File: src/hdl/assert_macros.svh
// Assertion macros shared by the blur block.
`ifndef ASSERT_MACROS_SVH
`define ASSERT_MACROS_SVH
// Same-cycle (overlapping) implication checked at every rising clock edge outside reset.
`define ASSERT_IMPL(label, clk, rstn, pre, post) \
  label: assert property (@(posedge clk) disable iff (!rstn) (pre) |-> (post)) \
    else $error("assertion failed");
// Next-cycle implication checked outside reset.
`define ASSERT_NEXT(label, clk, rstn, pre, post) \
  label: assert property (@(posedge clk) disable iff (!rstn) (pre) |=> (post)) \
    else $error("assertion failed");
`endif

File: src/hdl/gbn_pkg.sv
// Package with types and constants of the normalized Gaussian blur block.
`default_nettype none
package gbn_pkg;
  localparam int MaxCols   = 256;
  localparam int MaxRows   = 256;
  localparam int MaxRadius = 7;
  localparam logic [7:0] ChanMax = 8'd255;

  localparam logic [1:0] ModeWeight  = 2'd0;
  localparam logic [1:0] ModePixel   = 2'd1;
  localparam logic [1:0] ModeCompute = 2'd2;

  localparam logic [1:0] RegWidth  = 2'd0;
  localparam logic [1:0] RegHeight = 2'd1;
  localparam logic [1:0] RegRadius = 2'd2;

  typedef struct packed {
    logic [1:0]  mode;
    logic [7:0]  column;
    logic [7:0]  row;
    logic [7:0]  red_in;
    logic [7:0]  green_in;
    logic [7:0]  blue_in;
    logic [15:0] weight;
  } in_word_t;

  typedef struct packed {
    logic [7:0] red_out;
    logic [7:0] green_out;
    logic [7:0] blue_out;
    logic       zero_weight;
  } out_word_t;

  // Handshake between the accumulator and the divider.
  typedef struct packed {
    logic start;
    logic busy;
    logic done;
  } div_ctl_t;
endpackage
`default_nettype wire

File: src/hdl/gbn_divider.sv
// Restoring serial divider: three channel quotients one after another, clamped.
`default_nettype none
module gbn_divider #(
  parameter int SumW = 48,
  parameter int WsW  = 40
) (
  input  wire logic            clk_i,
  input  wire logic            rst_ni,
  input  wire logic            start_i,
  input  wire logic [SumW-1:0] sr_i,
  input  wire logic [SumW-1:0] sg_i,
  input  wire logic [SumW-1:0] sb_i,
  input  wire logic [WsW-1:0]  sw_i,
  output gbn_pkg::div_ctl_t    ctl_o,
  output gbn_pkg::out_word_t   res_o
);
  localparam int CntW = $clog2(SumW + 1);

  logic [SumW-1:0] num_q, num_d;
  logic [SumW-1:0] sg_q, sb_q;
  logic [WsW:0]    rem_q, rem_d;
  logic [WsW-1:0]  den_q;
  logic [CntW-1:0] cnt_q, cnt_d;
  logic [1:0]      ch_q, ch_d;
  logic            busy_q, busy_d, done_q, done_d;
  logic [7:0]      r_q, g_q, r_d, g_d;
  gbn_pkg::out_word_t res_q, res_d;
  logic [WsW:0]    trial;
  logic [7:0]      qsat;
  logic [WsW:0]    shifted;

  // One quotient bit per cycle, quotient bits shift into the numerator.
  always_comb begin
    shifted = {rem_q[WsW-1:0], num_q[SumW-1]};
    trial   = shifted - {1'b0, den_q};
    num_d = num_q; rem_d = rem_q; cnt_d = cnt_q; ch_d = ch_q;
    busy_d = busy_q; done_d = 1'b0; r_d = r_q; g_d = g_q; res_d = res_q;
    qsat = 8'd0;
    if (start_i && !busy_q) begin
      busy_d = 1'b1; ch_d = 2'd0; cnt_d = '0;
      num_d = sr_i; rem_d = '0;
    end else if (busy_q) begin
      if (!trial[WsW]) begin
        rem_d = trial;
        num_d = {num_q[SumW-2:0], 1'b1};
      end else begin
        rem_d = shifted;
        num_d = {num_q[SumW-2:0], 1'b0};
      end
      cnt_d = cnt_q + 1'b1;
      if (cnt_q == CntW'(SumW - 1)) begin
        qsat = (num_d[SumW-1:8] != '0) ? gbn_pkg::ChanMax : num_d[7:0];
        cnt_d = '0; rem_d = '0;
        case (ch_q)
          2'd0: begin r_d = qsat; ch_d = 2'd1; num_d = sg_q; end
          2'd1: begin g_d = qsat; ch_d = 2'd2; num_d = sb_q; end
          default: begin
            res_d = '{red_out: r_q, green_out: g_q, blue_out: qsat, zero_weight: 1'b0};
            busy_d = 1'b0; done_d = 1'b1;
          end
        endcase
      end
    end
  end

  always_ff @(posedge clk_i or negedge rst_ni) begin
    if (!rst_ni) begin
      busy_q <= 1'b0; done_q <= 1'b0; cnt_q <= '0; ch_q <= '0;
    end else begin
      busy_q <= busy_d; done_q <= done_d; cnt_q <= cnt_d; ch_q <= ch_d;
    end
  end

  always_ff @(posedge clk_i) begin
    num_q <= num_d; rem_q <= rem_d; r_q <= r_d; g_q <= g_d; res_q <= res_d;
    if (start_i && !busy_q) begin
      den_q <= sw_i; sg_q <= sg_i; sb_q <= sb_i;
    end
  end

  assign ctl_o = '{start: start_i, busy: busy_q, done: done_q};
  assign res_o = res_q;
endmodule
`default_nettype wire

File: config.mk
export PLATFORM = sky130hd
export DESIGN_NAME = gbn_divider
export DESIGN_NICKNAME = d
export VERILOG_FILES = /design/src/hdl/assert_macros.svh /design/src/hdl/gbn_pkg.sv /design/src/hdl/gbn_divider.sv
export SDC_FILE = /design/constraint.sdc
export NUM_CORES = 1
export LEC_CHECK = 0
export ABC_AREA = 1
export BUFFER_PORTS_ARGS = -buffer_cell sky130_fd_sc_hd__buf_4
export CAP_MARGIN = 10
export CORE_AREA = 2 2 175 177
export CTS_CLUSTER_DIAMETER = 50
export DETAILED_ROUTE_END_ITERATION = 16
export DIE_AREA = 0 0 177 179
export PLACE_DENSITY = 0.69
export REMOVE_ABC_BUFFERS = 1
export SLEW_MARGIN = 10
export SYNTH_ARGS = -nofsm -noshare
export SYNTH_HDL_FRONTEND = slang
export SYNTH_SLANG_ARGS = --single-unit
export TNS_END_PERCENT = 50
File: constraint.sdc
create_clock -name clk_i -period 9.45 [get_ports clk_i]
set_input_delay 0.4725 -clock clk_i [delete_from_list [all_inputs] [get_ports clk_i]]
set_output_delay 0.4725 -clock clk_i [all_outputs]
set_load 0.01 [all_outputs]
# Word level (Yosys, flattened, before mapping)
# Cells that the tools add are included.
# classes
bitwise,2
n_mux,25
eq_ne,2
addsub,2
reduce_logical,12
# op_table
cell,n
$mux W48,5
$pmux W48 S2,1
$mux W40,2
$sub A41 B40 Y41,1
$reduce_bool A40 Y1,1
$mux W6,3
$reduce_and A4 Y1,3
$mux W1,9
$mux W8,1
$add A6 B1 Y6 const B,1
$eq A6 B6 Y1 const B,1
$mux W2,3
$pmux W2 S2,1
$reduce_bool A2 Y1,2
$reduce_and A3 Y1,1
$reduce_bool A3 Y1,1
$eq A2 B1 Y1 const B,1
$logic_not A2 Y1,1
$not A1 Y1,2
$reduce_or A2 Y1,1
$logic_and A1 B1 Y1,1
$logic_not A1 Y1,1
# totals
wordCells,57
out_inout_bits,28
input_bits,187
register_bits,274

# Depth between registers and ports, before layout
# Gate-level depths: netlist of run 1.
# logic_depth
ltp_word,8
mapped_depth,18
depth_no_buf,18

# Worst setup path after synthesis of run 1
# No wires, ideal clock.
# synth_path
path_type,input to register
start,in start_i
end,"reg den_q[0], enable pin"
setup_slack_ns,4.047
setup_ns,0.552
path_buffers,2
path_stages,4
t_arrival_ns,4.851
required_ns,8.898
cell_sequence,inv_1 > nor2_1 > clkbuf_1 > buf_1
# synth_via
elab_chain_cells,1
# synth_rtl
item,line,text
"start, declared",gbn_divider.sv:9,"input wire logic start_i,"
$logic_and A1 B1 Y1,gbn_divider.sv:76,if (start_i && !busy_q) begin
"end signal, assigned",gbn_divider.sv:77,den_q <= sw_i; sg_q <= sg_i; sb_q <= sb_i;
"end, declared",gbn_divider.sv:22,logic [WsW-1:0] den_q;
# Every way passes these cells.
# A chain may end at the register's enable or synchronous reset.

# Worst setup path after layout of run 1
# layout_path
start,reg num_q[47]
end,reg rem_q[15]
# layout_via
elab_chain_cells,3
# layout_rtl
item,line,text
"start, declared",gbn_divider.sv:19,"logic [SumW-1:0] num_q, num_d;"
"start signal, assigned",gbn_divider.sv:75,num_q <= num_d; rem_q <= rem_d; r_q <= r_d; g_q <= g_d; res_q <= res_d;
$sub A41 B40 Y41,gbn_divider.sv:35,"trial = shifted - {1'b0, den_q};"
$mux W40,gbn_divider.sv:43,if (!trial[WsW]) begin
$mux W40,gbn_divider.sv:51,if (cnt_q == CntW'(SumW - 1)) begin
"end signal, assigned",gbn_divider.sv:75,
"end, declared",gbn_divider.sv:21,"logic [WsW:0] rem_q, rem_d;"
# Every way passes these cells.

==> impl_metrics.py, run 1 <==
metrics = {
    "status": {
        "status": "complete, no violations",
    },
    "synth": {
        "yosys-top-cells-count": "nand2_1 (514), nand3_1 (233), inv_1 (228), edfxtp_1 (224), nor2_1 (118)",
        "ys_top_cells_by_area": "edfxtp_1 (47%), nand2_1 (14%), nand3_1 (8.2%)",
        "yosys.area.top_type": "edfxtp_1",
        "syn_area_um2": 14180,
        "yosysWarnings": 0,
        "synth_top_area_share_pct": 47.45,
        "syn_avg_cell_area_um2": 8.634,
        "synth_edf_count": 224,
        "ys_seq_area_share_pct": 54.86,
        "synth_ff_type": "edfxtp_1",
        "postSynth.asyncResetShare_pct": 3.650,
        "synth-seq-cells": 274,
        "synth.most_common_cell": "nand2_1",
        "postSynthCellCount": 1642,
        "synth_cell_types": 44,
    },
    "global_routing": {
        "grt_pass1_wl_mm": 56.68,
        "grt_usage_pct": 22.70,
        "antenna_found_initial": 0,
        "grt_overflow": 0,
        "grt_start_max_net_pins": 192,
        "grt_pass1_vias": 11302,
    },
    "clocking": {
        "clkLatencyLatePin_ns": 0.52,
        "clock_sinks": 274,
        "ctsResizeCount": 0,
        "cts-root-buf": "clkbuf_16",
        "cts_setup_buffers": 0,
        "cts_tree": "yes",
        "clk_path_buf_depth": 3,
        "clk_pin_slew_ns": 0.06,
        "cts_buffers": 35,
        "cts.htree.levels": 2,
    },
    "die": {
        "dieArea_um2": 31680,
        "die_x_um": 177,
        "rows": 64,
        "initial_core_util_pct": 47.21,
        "fp.dieH_um": 179,
        "io-pin-count": 215,
        "core_area_um2": 30030,
    },
    "timing": {
        "hold_viol": 0,
        "slew_headroom_pct": 26.16,
        "whs_ns": 0.1250,
        "max_freq_mhz": 329.3,
        "setup_viol": 0,
        "rsz0062_at_grt": "false",
        "slew_violations": 0,
        "timing.final.crit_share_pct": 32.13,
        "clock_skew_ns": 0.01664,
        "min_period_ns": 3.036,
        "tightestPinTransition_ns": 1.106,
    },
    "critical_path": {
        "cp-end-kind": "register",
        "worst_path_most_repeated_cell": "nand2_1",
        "cp_top_family": "simple AND/OR/NAND/NOR gates",
        "r2r_start": "num_q[47]",
        "rr_worst_depth": 17,
        "worst-path-max-fanout": 40,
        "cp_slowest_cell": "nand2_2",
        "path_cells": "inv_1 -> ha_1 -> fa_1 -> inv_1 -> nand3_1 -> nand2_1 -> nand2_1 -> nand2_2 -> nand2_1 -> nand3_2 -> nand2_4 -> nand2_4 -> nand2_2 -> nand2_2 -> nand2_1 -> nand3_1 -> nand2_1",
        "cp.arrival_ns": 3.43,
        "reg2reg_to": "rem_q[15]",
        "r2r_slack_ns": 6.41,
        "path_class": "register to register",
        "worstSetupStartpointType": "register",
        "path_buf_inv": 2,
        "required_ns": 9.85,
        "slowest_delay_ns": 0.62,
    },
    "pwr": {
        "power.density_nw_per_um2": 295.1,
        "totalPowerFinal_uw": 5088,
        "leakage_uw": 0.008056,
        "ir_drop_uv": 156.8,
    },
    "drt": {
        "final_antenna_net_count": 0,
        "remaining_drc_errors": 0,
        "drtPass1Iterations": 5,
        "via_per_inst": 5.032,
        "vias": 11398,
        "routedWlPerCell_um": 15.68,
        "wirelength_mm": 35.51,
        "drtIter0Drc": 673,
    },
    "min_path": {
        "hold_end": "sg_q[38]",
        "min-delay-path-class": "input pin to register",
        "min_path_cells": 1,
        "holdCritStartpoint": "sg_i[38]",
    },
    "finish": {
        "num_antenna_cells": 0,
        "layout-drive-gt1-share_pct": 16.59,
        "synthToLayoutAreaGrowth_pct": 21.62,
        "nNetsFinal": 2073,
        "register_area_um2": 7777,
        "multi_input_area_um2": 5269,
        "fillCellCount": 2704,
    },
    "flow_run": {
        "maxCapViolations": 0,
    },
    "place": {
        "place_hpwl_mm": 25.50,
        "routabilityCongestion": 0.9258,
        "portBuffers": 213,
    },
}
-- area by class of cell --
type / instances / share of cell area (%)
Timing Repair Buffer: 224 / 9.883
Multi-Input combinational cell: 1078 / 30.56
Inverter: 231 / 5.029
Tap cell: 396 / 2.874
Clock buffer: 39 / 5.225
Sequential cell: 274 / 45.11
Clock inverter: 23 / 1.328
-- sequential cells by signal, summed over array words and instances, names as in the netlist --
name and cells:
busy_q 1, sg_q 48, sb_q 48, den_q 40, num_q 48, res_o 24, rem_q 40, ch_q 2
done_q 1, cnt_q 6, r_q 8, g_q 8
-- cell families (layout without fill, tap and decap cells) --
kind of cell / Yosys count / in the layout / share of synthesized area [%]
and+or+nand+nor: 909 / 909 / 27.26
buffers and inverters: 290 / 517 / 8.102
DFF: 274 / 274 / 54.86
AOI/OAI and AO/OA: 100 / 100 / 4.386
adders and majority gates: 42 / 42 / 3.760
xor gates and xnor gates: 26 / 26 / 1.606
other: 1 / 1 / 0.02645
-- worst max-delay path by stage --
stage              start   endpoint  slack (ns)  cells past startpoint
2_1_floorplan    start_i   num_q[0]       -3.83                      5
3_3_place_gp   num_q[47]   rem_q[0]        6.54                     17
3_5_place_dp   num_q[47]  rem_q[26]        6.42                     17
4_1_cts        num_q[47]  rem_q[15]        6.41                     17
5_1_grt        num_q[47]  rem_q[10]        6.10                     17
6_report       num_q[47]  rem_q[15]        6.41                     17
-- repair_timing --
item                                    CTS  global route
endpoints found under the setup margin    0             0
hold endpoints to repair                 10             0
hold buffers                              1             0
-- per-layer routing --
metal / global-route usage [%] / routed length [um] / part of all wire (%) / vias to the layer above
met5: 0 / 0 / 0 / -
met4: 7.128 / 881 / 2.5 / 0
met3: 4.877 / 2303 / 6.5 / 63
met1: 28.11 / 14910 / 42 / 5235
met2: 39.61 / 17420 / 49 / 317
li1: - / - / - / 5783
-- cells in the final DEF (no fill, tap or decap), types with 8 or more instances in the layout --
cell type	n
xor2_1	21
dfxtp_1	40
ha_1	41
nand3_1	233
edfxtp_1	224
nand2_1	514
o21ai_1	8
or2_2	8
inv_1	226
a221oi_1	12
clkbuf_16	35
o21ai_0	18
buf_4	221
nor4_1	10
nor2_1	113
a21oi_1	36
dfrtp_1	10
-- power by group --
| part | switching, uW | internal (uW) |
|---|---|---|
| clock | 517 | 776 |
| combinational | 1310 | 712 |
| sequential | 161 | 1610 |
-- per-stage QoR --
step,cells,worst slack [ns],setup TNS (ns),area (um^2),util [%]
after detailed placement,2201,6.418,0,16090,53.57
after floorplan,1583,-3.828,-183.05,13900,-
after global placement,2201,6.544,0,16090,53.57
after global routing,2265,6.100,0,17240,57.42
after CTS,2264,6.407,0,17230,57.37
final,2265,6.414,0,17240,57.42
No activity file was read; power rests on OpenSTA's default activity.
==> run 2, diff against run 1 <==
==> constraint.sdc (replaced) <==
create_clock -name clk_i -period 3.1 [get_ports clk_i]
set_input_delay 0.155 -clock clk_i [delete_from_list [all_inputs] [get_ports clk_i]]
set_output_delay 0.155 -clock clk_i [all_outputs]
set_load 0.01 [all_outputs]
==> run 2 against run 1 <==
Via count rose by 9.5%. Die area did not move. Register-to-register slack got worse by 6.1 ns. Cell area rose by 11%. First-iteration DRC count rose by 37%.
==> impl_metrics.py, run 2 (synthesized netlist as in run 1, its figures left out) <==
metrics = {
    "critical_path": {
        "rr_worst_depth": 14,
        "slowest_delay_ns": 0.41,
        "worst-path-max-fanout": 36,
        "cp_top_family": "simple AND/OR/NAND/NOR gates",
        "path_cells": "inv_1 -> ha_1 -> fa_1 -> inv_1 -> nand3_1 -> nand2_1 -> nand2_1 -> nand2_2 -> nand2_1 -> nand3_2 -> nand2_4 -> nand3_4 -> nand2_8 -> or2_2",
        "path_class": "register to register",
        "r2r_start": "num_q[47]",
        "worstSetupStartpointType": "register",
        "worst_path_most_repeated_cell": "nand2_1",
        "cp.arrival_ns": 3.00,
        "r2r_slack_ns": 0.36,
        "required_ns": 3.36,
        "cp_slowest_cell": "fa_1",
        "reg2reg_to": "g_q[0]",
        "cp-end-kind": "register",
        "path_buf_inv": 2,
    },
    "drt": {
        "remaining_drc_errors": 0,
        "via_per_inst": 5.073,
        "wirelength_mm": 40.21,
        "final_antenna_net_count": 0,
        "drtIter0Drc": 925,
        "vias": 12484,
        "drtPass1Iterations": 5,
        "routedWlPerCell_um": 16.34,
    },
    "pwr": {
        "ir_drop_uv": 463.5,
        "switching_share_pct": 39.51,
        "power.density_nw_per_um2": 827.8,
        "totalPowerFinal_uw": 15860,
        "clockPowerShare_pct": 24.7,
        "seq_power_share_pct": 33.9,
        "cellInternalPower_uw": 9596,
        "power_frac_comb_pct": 41.4,
        "leakage_uw": 0.008865,
        "switchingPower_uw": 6267,
    },
    "die": {
        "core_area_um2": 30030,
        "die_x_um": 177,
        "io-pin-count": 215,
        "dieArea_um2": 31680,
        "rows": 64,
        "initial_core_util_pct": 47.21,
        "fp.dieH_um": 179,
    },
    "timing": {
        "max_freq_mhz": 365.2,
        "hold_viol": 0,
        "slew_violations": 0,
        "timing.final.crit_share_pct": 88.33,
        "slew_headroom_pct": 34.99,
        "clock_skew_ns": 0.02826,
        "fin_ws_ns": 0.3617,
        "tightestPinTransition_ns": 0.9751,
        "whs_ns": 0.01071,
        "setup_viol": 0,
        "setup-tns-final_ns": 0,
        "min_period_ns": 2.738,
        "rsz0062_at_grt": "false",
    },
    "global_routing": {
        "grt_pass1_wl_mm": 63.85,
        "grt_usage_pct": 25.55,
        "grt_start_max_net_pins": 77,
        "antenna_found_initial": 1,
        "grt_overflow": 0,
        "grt_pass1_vias": 12518,
    },
    "finish": {
        "largest_registers": "num_q: 48 flops, sb_q: 48 flops, sg_q: 48 flops",
        "synthToLayoutAreaGrowth_pct": 35.16,
        "final_cell_mix": "nand2_1 (514), nand3_1 (233), inv_1 (226)",
        "fin_util_pct": 63.81,
        "nNetsFinal": 2263,
        "final_common_cell": "nand2_1",
        "layout-drive-gt1-share_pct": 15.13,
    },
    "clocking": {
        "cts_tree": "yes",
        "clock_sinks": 274,
        "ctsResizeCount": 0,
        "cts-root-buf": "clkbuf_16",
        "cts_buffers": 36,
        "clk_pin_slew_ns": 0.05,
        "clkLatencyLatePin_ns": 0.53,
        "cts.htree.levels": 2,
        "clk_path_buf_depth": 3,
    },
    "status": {
        "status": "complete, no violations",
    },
    "place": {
        "pre_cts_ws_ns": 0.3739,
        "place_hpwl_mm": 26.36,
        "routabilityCongestion": 0.9138,
        "portBuffers": 213,
    },
    "min_path": {
        "min_path_cells": 2,
        "holdCritStartpoint": "sr_i[47]",
        "min-delay-path-class": "input pin to register",
        "hold_end": "num_q[47]",
    },
    "flow_run": {
        "maxCapViolations": 0,
    },
}
==> run 2: worst max-delay path by stage <==
stage               from       end  slack (ns)  cells after the start
6_report       num_q[47]    g_q[0]        0.36                     14
5_1_grt         den_q[0]    g_q[0]        0.22                     13
4_1_cts        num_q[47]    g_q[0]        0.36                     14
3_5_place_dp   num_q[47]  res_o[1]        0.37                     14
3_3_place_gp   num_q[47]    r_q[0]        0.44                     14
2_1_floorplan     busy_q  num_q[0]      -10.10                      4
==> run 2: timing repair <==
| item | in CTS | in global routing |
|---|---|---|
| setup buffers | 0 | 0 |
| hold endpoints to repair | 193 | 0 |
| hold buffers | 185 | 0 |
==> run 2: metal layers <==
layer  vias to the layer above  routed length [um]  global-route usage [%]
li1                       6167                   -                       -
met1                      5756               16320                   31.70
met2                       473               20180                   45.48
met3                        88                2606                   4.368
met4                         0                1108                   7.782
met5                         -                   0                       0
==> run 2: final cells by class <==
cell class,instances,area [um^2]
Antenna cell,3,7.507
Clock buffer,50,994.7
Clock inverter,16,145.1
Fill cell,2427,10870
Inverter,231,867.1
Multi-Input combinational cell,1078,5274
Sequential cell,274,7777
Tap cell,396,495.5
Timing Repair Buffer,413,3601
==> run 2: per-stage QoR <==
step                cell area, um^2  std cells
CTS                           19150       2458
floorplan                     13900       1583
global placement              16160       2207
global route                  19160       2459
finish                        19160       2461
detailed placement            16160       2207
==> run 2: power by group through the flow <==
stage	logic [uW]	registers (uW)	clock network (uW)
2_1_floorplan	4520	5380	0
3_3_place_gp	6190	5420	0
3_5_place_dp	6300	5430	0
4_1_cts	6520	5370	3970
5_1_grt	7500	5470	4130
6_report	6560	5380	3920
